File: config.mk
export PLATFORM = sky130hd
export DESIGN_NAME = per_owner_handle_table_core
export DESIGN_NICKNAME = d
export VERILOG_FILES = /design/src/design/pht_pkg.sv /design/src/design/pht_entry_ram.sv /design/src/design/per_owner_handle_table_core.sv
export SDC_FILE = /design/constraint.sdc
export NUM_CORES = 1
export LEC_CHECK = 0
export BUFFER_PORTS_ARGS = -buffer_cell sky130_fd_sc_hd__buf_4
export CAP_MARGIN = 40
export CORE_MARGIN = 2
export CORE_UTILIZATION = 55
export DETAILED_ROUTE_END_ITERATION = 8
export PLACE_DENSITY_LB_ADDON = 0.05
export SETUP_SLACK_MARGIN = 0.1
export SLEW_MARGIN = 25
export SYNTH_ARGS = -nofsm -noshare
export SYNTH_HDL_FRONTEND = slang
export SYNTH_SLANG_ARGS = --single-unit
File: constraint.sdc
create_clock -name clk -period 4.35 [get_ports clk]
set_input_delay 0.435 -clock clk [delete_from_list [all_inputs] [get_ports clk]]
set_output_delay 0.435 -clock clk [all_outputs]
set_load 0.005 [all_outputs]
File: src/design/pht_pkg.sv
// ----------------------------------------------------------------------------
// pht_pkg
// Shared types and codes for the per-owner handle table.
// ----------------------------------------------------------------------------
package pht_pkg;

  localparam int TABLE_ENTRIES_DEF = 64;
  localparam int HANDLE_LIMIT_DEF  = 64;

  localparam int MODE_W   = 2;
  localparam int TASK_W   = 8;
  localparam int HANDLE_W = 6;
  localparam int STATUS_W = 3;
  localparam int SLOT_W   = 6;

  // Largest handle the handle fields can carry.
  localparam int HANDLE_SPACE = 1 << HANDLE_W;
  localparam int HANDLE_MAX   = HANDLE_SPACE - 1;

  typedef enum logic [MODE_W-1:0] {
    MODE_ALLOC    = 2'd0,
    MODE_ALLOC_AT = 2'd1,
    MODE_GET      = 2'd2,
    MODE_DELETE   = 2'd3
  } mode_t;

  typedef enum logic [STATUS_W-1:0] {
    STAT_OK        = 3'd0,
    STAT_NOT_FOUND = 3'd1,
    STAT_NO_HANDLE = 3'd2,
    STAT_FULL      = 3'd3,
    STAT_PRESENT   = 3'd4
  } status_t;

  typedef enum logic [2:0] {
    S_CLEAR,
    S_IDLE,
    S_SCAN,
    S_HSCAN,
    S_FINISH
  } state_t;

  typedef struct packed {
    logic [MODE_W-1:0]   mode;
    logic [TASK_W-1:0]   task_id;
    logic [HANDLE_W-1:0] handle_in;
  } req_t;

  typedef struct packed {
    logic [STATUS_W-1:0] status;
    logic [HANDLE_W-1:0] handle_out;
    logic [SLOT_W-1:0]   slot;
  } rsp_t;

  // One table entry as stored in the entry memory.
  typedef struct packed {
    logic                valid;
    logic [TASK_W-1:0]   owner;
    logic [HANDLE_W-1:0] handle;
  } entry_t;

endpackage

File: src/design/pht_entry_ram.sv
// ----------------------------------------------------------------------------
// pht_entry_ram
// Single-write, single-read entry memory with registered read data.
// ----------------------------------------------------------------------------
module pht_entry_ram
  import pht_pkg::*;
#(
  parameter int DEPTH = TABLE_ENTRIES_DEF,
  parameter int AW    = $clog2(DEPTH)
) (
  input  logic          clk,
  input  logic          wr_en,
  input  logic [AW-1:0] wr_addr,
  input  entry_t        wr_data,
  input  logic          rd_en,
  input  logic [AW-1:0] rd_addr,
  output entry_t        rd_data
);

  entry_t mem [DEPTH];
  entry_t rd_data_r;

  always_ff @(posedge clk) begin
    if (wr_en) begin
      mem[wr_addr] <= wr_data;
    end
    if (rd_en) begin
      rd_data_r <= mem[rd_addr];
    end
  end

  assign rd_data = rd_data_r;

endmodule

File: src/design/per_owner_handle_table_core.sv
// ----------------------------------------------------------------------------
// per_owner_handle_table_core
// Session table keyed by owner task and handle: allocate, allocate-at, get
// and delete, each resolved by a sequential scan over the entry memory.
// ----------------------------------------------------------------------------
// Usage:
//   Drive in_item and raise start; a request transfers at the clock edge where
//   start is high and busy is low. busy stays high until the request is done.
//   Each request yields exactly one result, shown on out_item for one cycle
//   with out_valid high. The receiver cannot stall; take the result then.
// Operation (H = min(HANDLE_LIMIT-1, 63), the highest handle allocate hands out):
//   get, delete and allocate-at: one pass over the entry memory, one entry
//   per cycle through its single read port.
//   allocate: the same pass builds a bitmap of handles the task holds, then
//   probes that bitmap one handle per cycle from 1 upward, up to handle H.
//   A new request may transfer in the cycle that shows the previous result.
// Reset:
//   rst_n low (synchronous) restarts a clearing pass that writes every entry
//   invalid, one per cycle; busy is high for the whole pass after reset.
// ----------------------------------------------------------------------------
module per_owner_handle_table_core
  import pht_pkg::*;
#(
  parameter int TABLE_ENTRIES = TABLE_ENTRIES_DEF,
  parameter int HANDLE_LIMIT  = HANDLE_LIMIT_DEF
) (
  input  logic clk,
  input  logic rst_n,
  input  logic start,
  output logic busy,
  input  req_t in_item,
  output logic out_valid,
  output rsp_t out_item
);

  localparam int IDXW = $clog2(TABLE_ENTRIES);
  localparam int AW   = IDXW + 1;
  localparam logic [AW-1:0]   ENTRY_CNT = AW'(TABLE_ENTRIES);
  localparam logic [IDXW-1:0] LAST_IDX  = IDXW'(TABLE_ENTRIES - 1);
  // Highest handle that allocate may hand out.
  localparam int HTOP = (HANDLE_LIMIT - 1 > HANDLE_MAX) ? HANDLE_MAX : HANDLE_LIMIT - 1;
  localparam logic [HANDLE_W-1:0] HTOP_H = HANDLE_W'(HTOP);

  state_t                  state_r, state_nxt;
  logic [AW-1:0]           addr_r, addr_nxt;
  logic                    pipe_vld_r, pipe_vld_nxt;
  logic [IDXW-1:0]         pipe_idx_r, pipe_idx_nxt;
  req_t                    req_r, req_nxt;
  logic [HANDLE_W-1:0]     op_handle_r, op_handle_nxt;
  logic                    found_r, found_nxt;
  logic [IDXW-1:0]         match_idx_r, match_idx_nxt;
  logic                    free_found_r, free_found_nxt;
  logic [IDXW-1:0]         free_idx_r, free_idx_nxt;
  logic [HANDLE_SPACE-1:0] held_r, held_nxt;
  logic [HANDLE_W-1:0]     h_r, h_nxt;
  logic                    no_handle_r, no_handle_nxt;
  logic                    out_valid_r, out_valid_nxt;
  rsp_t                    out_r, out_nxt;

  logic            ram_wr_en;
  logic [IDXW-1:0] ram_wr_addr;
  entry_t          ram_wr_data;
  logic            ram_rd_en;
  entry_t          ram_rd_data;

  logic owner_hit;
  logic pair_hit;
  logic accept;

  // Zero-extend or truncate an entry index to the slot field.
  logic [SLOT_W+IDXW-1:0] match_ext, free_ext;
  assign match_ext = {{SLOT_W{1'b0}}, match_idx_r};
  assign free_ext  = {{SLOT_W{1'b0}}, free_idx_r};

  pht_entry_ram #(
    .DEPTH (TABLE_ENTRIES),
    .AW    (IDXW)
  ) u_ram (
    .clk     (clk),
    .wr_en   (ram_wr_en),
    .wr_addr (ram_wr_addr),
    .wr_data (ram_wr_data),
    .rd_en   (ram_rd_en),
    .rd_addr (addr_r[IDXW-1:0]),
    .rd_data (ram_rd_data)
  );

  assign busy      = (state_r != S_IDLE);
  assign accept    = start && !busy;
  assign out_valid = out_valid_r;
  assign out_item  = out_r;

  // Compare the entry coming back from memory against the request.
  assign owner_hit = ram_rd_data.valid && (ram_rd_data.owner == req_r.task_id);
  assign pair_hit  = owner_hit && (ram_rd_data.handle == req_r.handle_in);

  always_ff @(posedge clk) begin
    if (!rst_n) begin
      state_r     <= S_CLEAR;
      addr_r      <= '0;
      pipe_vld_r  <= 1'b0;
      out_valid_r <= 1'b0;
    end else begin
      state_r     <= state_nxt;
      addr_r      <= addr_nxt;
      pipe_vld_r  <= pipe_vld_nxt;
      out_valid_r <= out_valid_nxt;
    end
  end

  always_ff @(posedge clk) begin
    pipe_idx_r   <= pipe_idx_nxt;
    req_r        <= req_nxt;
    op_handle_r  <= op_handle_nxt;
    found_r      <= found_nxt;
    match_idx_r  <= match_idx_nxt;
    free_found_r <= free_found_nxt;
    free_idx_r   <= free_idx_nxt;
    held_r       <= held_nxt;
    h_r          <= h_nxt;
    no_handle_r  <= no_handle_nxt;
    out_r        <= out_nxt;
  end

  always_comb begin
    state_nxt      = state_r;
    addr_nxt       = addr_r;
    pipe_vld_nxt   = 1'b0;
    pipe_idx_nxt   = addr_r[IDXW-1:0];
    req_nxt        = req_r;
    op_handle_nxt  = op_handle_r;
    found_nxt      = found_r;
    match_idx_nxt  = match_idx_r;
    free_found_nxt = free_found_r;
    free_idx_nxt   = free_idx_r;
    held_nxt       = held_r;
    h_nxt          = h_r;
    no_handle_nxt  = no_handle_r;
    out_valid_nxt  = 1'b0;
    out_nxt        = out_r;
    ram_wr_en      = 1'b0;
    ram_wr_addr    = pipe_idx_r;
    ram_wr_data    = '0;
    ram_rd_en      = 1'b0;

    case (state_r)
      S_CLEAR: begin
        // Sweep every entry to invalid after reset.
        ram_wr_en   = 1'b1;
        ram_wr_addr = addr_r[IDXW-1:0];
        addr_nxt    = addr_r + AW'(1);
        if (addr_r[IDXW-1:0] == LAST_IDX) begin
          state_nxt = S_IDLE;
        end
      end

      S_IDLE: begin
        if (accept) begin
          req_nxt        = in_item;
          op_handle_nxt  = in_item.handle_in;
          found_nxt      = 1'b0;
          free_found_nxt = 1'b0;
          held_nxt       = '0;
          no_handle_nxt  = 1'b0;
          h_nxt          = HANDLE_W'(1);
          addr_nxt       = '0;
          state_nxt      = S_SCAN;
        end
      end

      S_SCAN: begin
        // Issue one read per cycle; process the entry read last cycle.
        ram_rd_en    = (addr_r != ENTRY_CNT);
        pipe_vld_nxt = ram_rd_en;
        if (ram_rd_en) begin
          addr_nxt = addr_r + AW'(1);
        end
        if (pipe_vld_r) begin
          if (owner_hit) begin
            held_nxt[ram_rd_data.handle] = 1'b1;
          end
          if (pair_hit && !found_r) begin
            found_nxt     = 1'b1;
            match_idx_nxt = pipe_idx_r;
          end
          if (!ram_rd_data.valid && !free_found_r) begin
            free_found_nxt = 1'b1;
            free_idx_nxt   = pipe_idx_r;
          end
          // Delete drops every matching entry as the scan passes it.
          if (pair_hit && (req_r.mode == MODE_DELETE)) begin
            ram_wr_en = 1'b1;
          end
        end
        if (!ram_rd_en && !pipe_vld_r) begin
          state_nxt = (req_r.mode == MODE_ALLOC) ? S_HSCAN : S_FINISH;
        end
      end

      S_HSCAN: begin
        // Probe the held bitmap from handle 1 upward.
        if (!held_r[h_r]) begin
          op_handle_nxt = h_r;
          state_nxt     = S_FINISH;
        end else if (h_r == HTOP_H) begin
          no_handle_nxt = 1'b1;
          state_nxt     = S_FINISH;
        end else begin
          h_nxt = h_r + HANDLE_W'(1);
        end
      end

      S_FINISH: begin
        out_valid_nxt = 1'b1;
        state_nxt     = S_IDLE;
        ram_wr_data   = '{valid: 1'b1, owner: req_r.task_id, handle: op_handle_r};
        ram_wr_addr   = free_idx_r;
        out_nxt       = '{status: STAT_OK, handle_out: op_handle_r,
                          slot: match_ext[SLOT_W-1:0]};
        case (req_r.mode)
          MODE_ALLOC, MODE_ALLOC_AT: begin
            if ((req_r.mode == MODE_ALLOC) && no_handle_r) begin
              out_nxt = '{status: STAT_NO_HANDLE, handle_out: '0, slot: '0};
            end else if ((req_r.mode == MODE_ALLOC_AT) && found_r) begin
              out_nxt.status = STAT_PRESENT;
            end else if (!free_found_r) begin
              out_nxt = '{status: STAT_FULL, handle_out: '0, slot: '0};
            end else begin
              ram_wr_en    = 1'b1;
              out_nxt.slot = free_ext[SLOT_W-1:0];
            end
          end
          default: begin
            if (!found_r) begin
              out_nxt = '{status: STAT_NOT_FOUND, handle_out: '0, slot: '0};
            end
          end
        endcase
      end

      default: begin
        state_nxt = S_IDLE;
      end
    endcase
  end

  // A result strobe never lasts more than one cycle.
  a_strobe_single: assert property (@(posedge clk) disable iff (!rst_n)
    out_valid |=> !out_valid)
    else $error("result strobe held for two cycles");

  // Each finish step of a request is followed by a result strobe.
  a_strobe_after_finish: assert property (@(posedge clk) disable iff (!rst_n)
    (state_r == S_FINISH) |=> out_valid)
    else $error("finish step without result strobe");

  // Writes during the scan come only from a delete.
  a_scan_write_delete: assert property (@(posedge clk) disable iff (!rst_n)
    (state_r == S_SCAN) && ram_wr_en |-> (req_r.mode == MODE_DELETE))
    else $error("entry written during scan by a non-delete request");

  // A successful allocate never hands out handle zero.
  a_alloc_nonzero: assert property (@(posedge clk) disable iff (!rst_n)
    out_valid && (req_r.mode == MODE_ALLOC) && (out_item.status == STAT_OK)
      |-> (out_item.handle_out != '0))
    else $error("allocate returned handle zero");

  // No request transfers while the clearing pass runs.
  a_clear_busy: assert property (@(posedge clk) disable iff (!rst_n)
    (state_r == S_CLEAR) |-> busy)
    else $error("ready during clearing pass");

endmodule
==> metrics.md <==
| Metric | Value |
|---|---|
| Crit-path cells | `buf_4 > mux4_2 > mux4_2 > a22oi_1 > nand2_1` |
| CP max stage cell | `dfxtp_4` |
| Final hold vios | `0` |
| Synth top area cells | `edfxtp_1, mux4_2, nor2_1` |
| Chip width | `286 um` |
| Slowest stage delay, CP | `710 ps` |
| Arrival @ worst endpoint | `3770 ps` |
| Routed vias | `21600` |
| Setup Skew | `17.4 ps` |
| Fin Setup TNS | `0 ps` |
| Yosys warning count | `0` |
| Fraction of layout cells with a size suffix above 1 | `28.9%` |
| Main synth FF type | `edfxtp_1` |
| All-Layer GR Usage | `26.1%` |
| Ports | `36` |
| Post-Synthesis Cells | `2070` |
| Die ar. | `81700 sq um` |
| Synth unique cells | `45` |
| Worst Path Buf+Inv | `1` |
| Core Area | `78700 sq um` |
| Setup crit start kind | `flip-flop` |
| Max Cap Viol | `0` |
| Yosys top cell by area | `edfxtp_1` |
| First-pass DRT Iterations | `5` |
| F_max | `0.293 GHz` |
| Relative slew slack | `43.7%` |
| Register area | `33300 sq um` |
| Routed Antenna Nets | `0` |
| CTS Buf Count | `112` |
| Crit-path most repeated cell | `mux4_2` |
| Final max-slew violation count | `0` |
| Final net count | `2283` |
| Worst Path Max Fanout | `23` |
| Via density | `6.34` |
| Worst-Margin Slew | `845 ps` |
| Status | `finished clean` |
| Fillers | `5242` |
| Critical Path Sink Type | `flip-flop` |
| Wire per inst | `30.7 um` |
| Row count | `103` |
| Post-synthesis cell area | `43700 sq um` |
| ANT cells | `0` |
| IO Port Bufs | `35` |
| Flops & latches, synth | `1115` |
| Unrepaired setup endpoints after global routing | `false` |
| PwrDens | `452 nW/um^2` |
| Delay-heaviest family, CP | `multiplexers` |
| Worst-Skew Late Latency | `670 ps` |
| Commonest cells post-synth | `edfxtp_1, mux4_2, nor2_1` |
| Hpwl dp | `63.4 mm` |
| Global route overflow | `0` |
| Clk sinks | `1115` |
| Final setup viols | `0` |
| Max VDD drop | `0.000339 V` |
| Count leader, synth | `edfxtp_1` |
| HP Class | `in -> reg` |
| Multi-input logic area | `9900 sq um` |
| Mapped Nets | `2092` |
| Lkg Pwr | `13.9 nW` |
| Die height | `286 um` |
| Post-CTS setup buffer count | `0` |
| GPL Wtd Cong | `0.810` |
| Crit path kind | `reg -> reg` |
| Clock root buffer | `clkbuf_16` |
| Post-layout min period | `3410 ps` |
| Clock transition at path regs | `60 ps` |
| Async set or reset register ratio after synthesis | `0%` |
| Pin count of the biggest net entering global routing | `104` |
| Crit path required time | `4700 ps` |
| Top cell type's share of synthesized area | `75.4%` |
| Drt drc | `0` |
| Vias in the first global route | `21400` |
| PnR Total Power | `22.7 mW` |
| Area grow syn2layout | `15.3%` |
| Wirelength, routed | `105 mm` |
| Initial antenna violation count | `1` |
| CTS tree | `yes` |
| Initial drt markers | `2521` |
| Clock buffer depth | `3` |
| H-Tree Depth | `3` |
| Starting Density | `55.5%` |
| Syn Area/Cell | `21.1 sq um` |
| First-pass GRT wire length | `153 mm` |
| Post-synthesis sequential area ratio | `76.2%` |
| Final worst path period share | `78.5%` |
| Number of synthesized flops with an enable pin | `1097` |
==> cell families after synthesis <==
kind of cell               share of synthesized area (%)
DFF                                                 76.2
buffers and inverters                               1.29
muxes                                               16.5
adders and majority gates                         0.0859
AOI/OAI and AO/OA                                   1.99
and+or+nand+nor                                     3.45
xor gates and xnor gates                           0.461
==> where the power goes <==
part           internal, mW  leakage, nW  switching (mW)
registers              11.7         8.42          0.0428
logic                 0.373         3.57           0.467
clock network          6.18         1.92            3.97
total                  18.2         13.9            4.48
==> stage by stage <==
step	utilization, %	worst slack, ps	hold slack [ps]	area [sq um]	instances
after global routing	63.9	905	54.7	50300	3405
after CTS	63.6	934	36.4	50100	3391
final	63.9	936	84.0	50300	3405
after global placement	58.2	947	438	45800	3156
after floorplan	-	1160	329	43700	2070
after detailed placement	58.4	947	450	46000	3167
==> layout make-up <==
cell class / count / share of cell area [%]
timing repair buffer: 190 / 3.71
multi-input combinational: 832 / 19.7
clock buffer: 128 / 5.83
clock inverter: 80 / 1.92
inverter: 10 / 0.0746
sequential: 1115 / 66.2
tap: 1050 / 2.61
==> sequential cells by signal (all words and copies together), names as in the netlist, 7 cells and up <==
register,count
u_ram.mem,960
req_r,16
held_r,64
out_item,15
u_ram.rd_data,15
addr_r,7
==> worst reg2reg max path, cell delays in order (launching register included) <==
cell and delay, ps:
dfxtp_4 710, buf_4 450, mux4_2 600, mux4_2 540, a22oi_1 570, nand2_1 230
==> final timing paths <==
check             from               end  cells past startpoint  slack (ps)
max          addr_r[0]  u_ram.rd_data[5]                      5         940
min              rst_n        pipe_vld_r                      2          80
max reg2reg  addr_r[0]  u_ram.rd_data[5]                      5         940
min reg2reg  addr_r[2]     pipe_idx_r[2]                      0         460
==> metal layers <==
metal	up-vias	part of all wire [%]	global-route usage, %
met1	11500	43	40.1
met4	0	2.5	6.66
li1	8993	-	-
met2	926	47	40.0
met3	149	7.5	4.24
met5	-	0	0
==> placed cells by master, fill, tap and decap left out, drive strengths merged, types with 2 or more instances in the layout <==
cell / n
edfxtp: 1097
mux4: 308
buf: 171
nor2: 157
clkbuf: 131
a21oi: 76
nand2: 65
clkinv: 50
a22oi: 34
mux2i: 26
and3: 24
bufinv: 23
dfxtp: 18
dlygate4sd3: 16
nand4: 15
xnor2: 14
nand3: 14
inv: 14
and2: 11
nor2b: 10
nor3: 9
xor2: 9
nor3b: 8
o21ai: 8
nand2b: 7
a22o: 6
a21o: 3
o21a: 3
or3: 3
and3b: 3
ha: 3
clkinvlp: 3
and4: 2
a211oi: 2
a31oi: 2
a41oi: 2
==> repair_timing <==
item                      4_1_cts  5_1_grt
hold endpoints to repair       16        0
gates resized for setup         0        0
hold buffers                   16        0
Power figures use the tool's default switching activity.
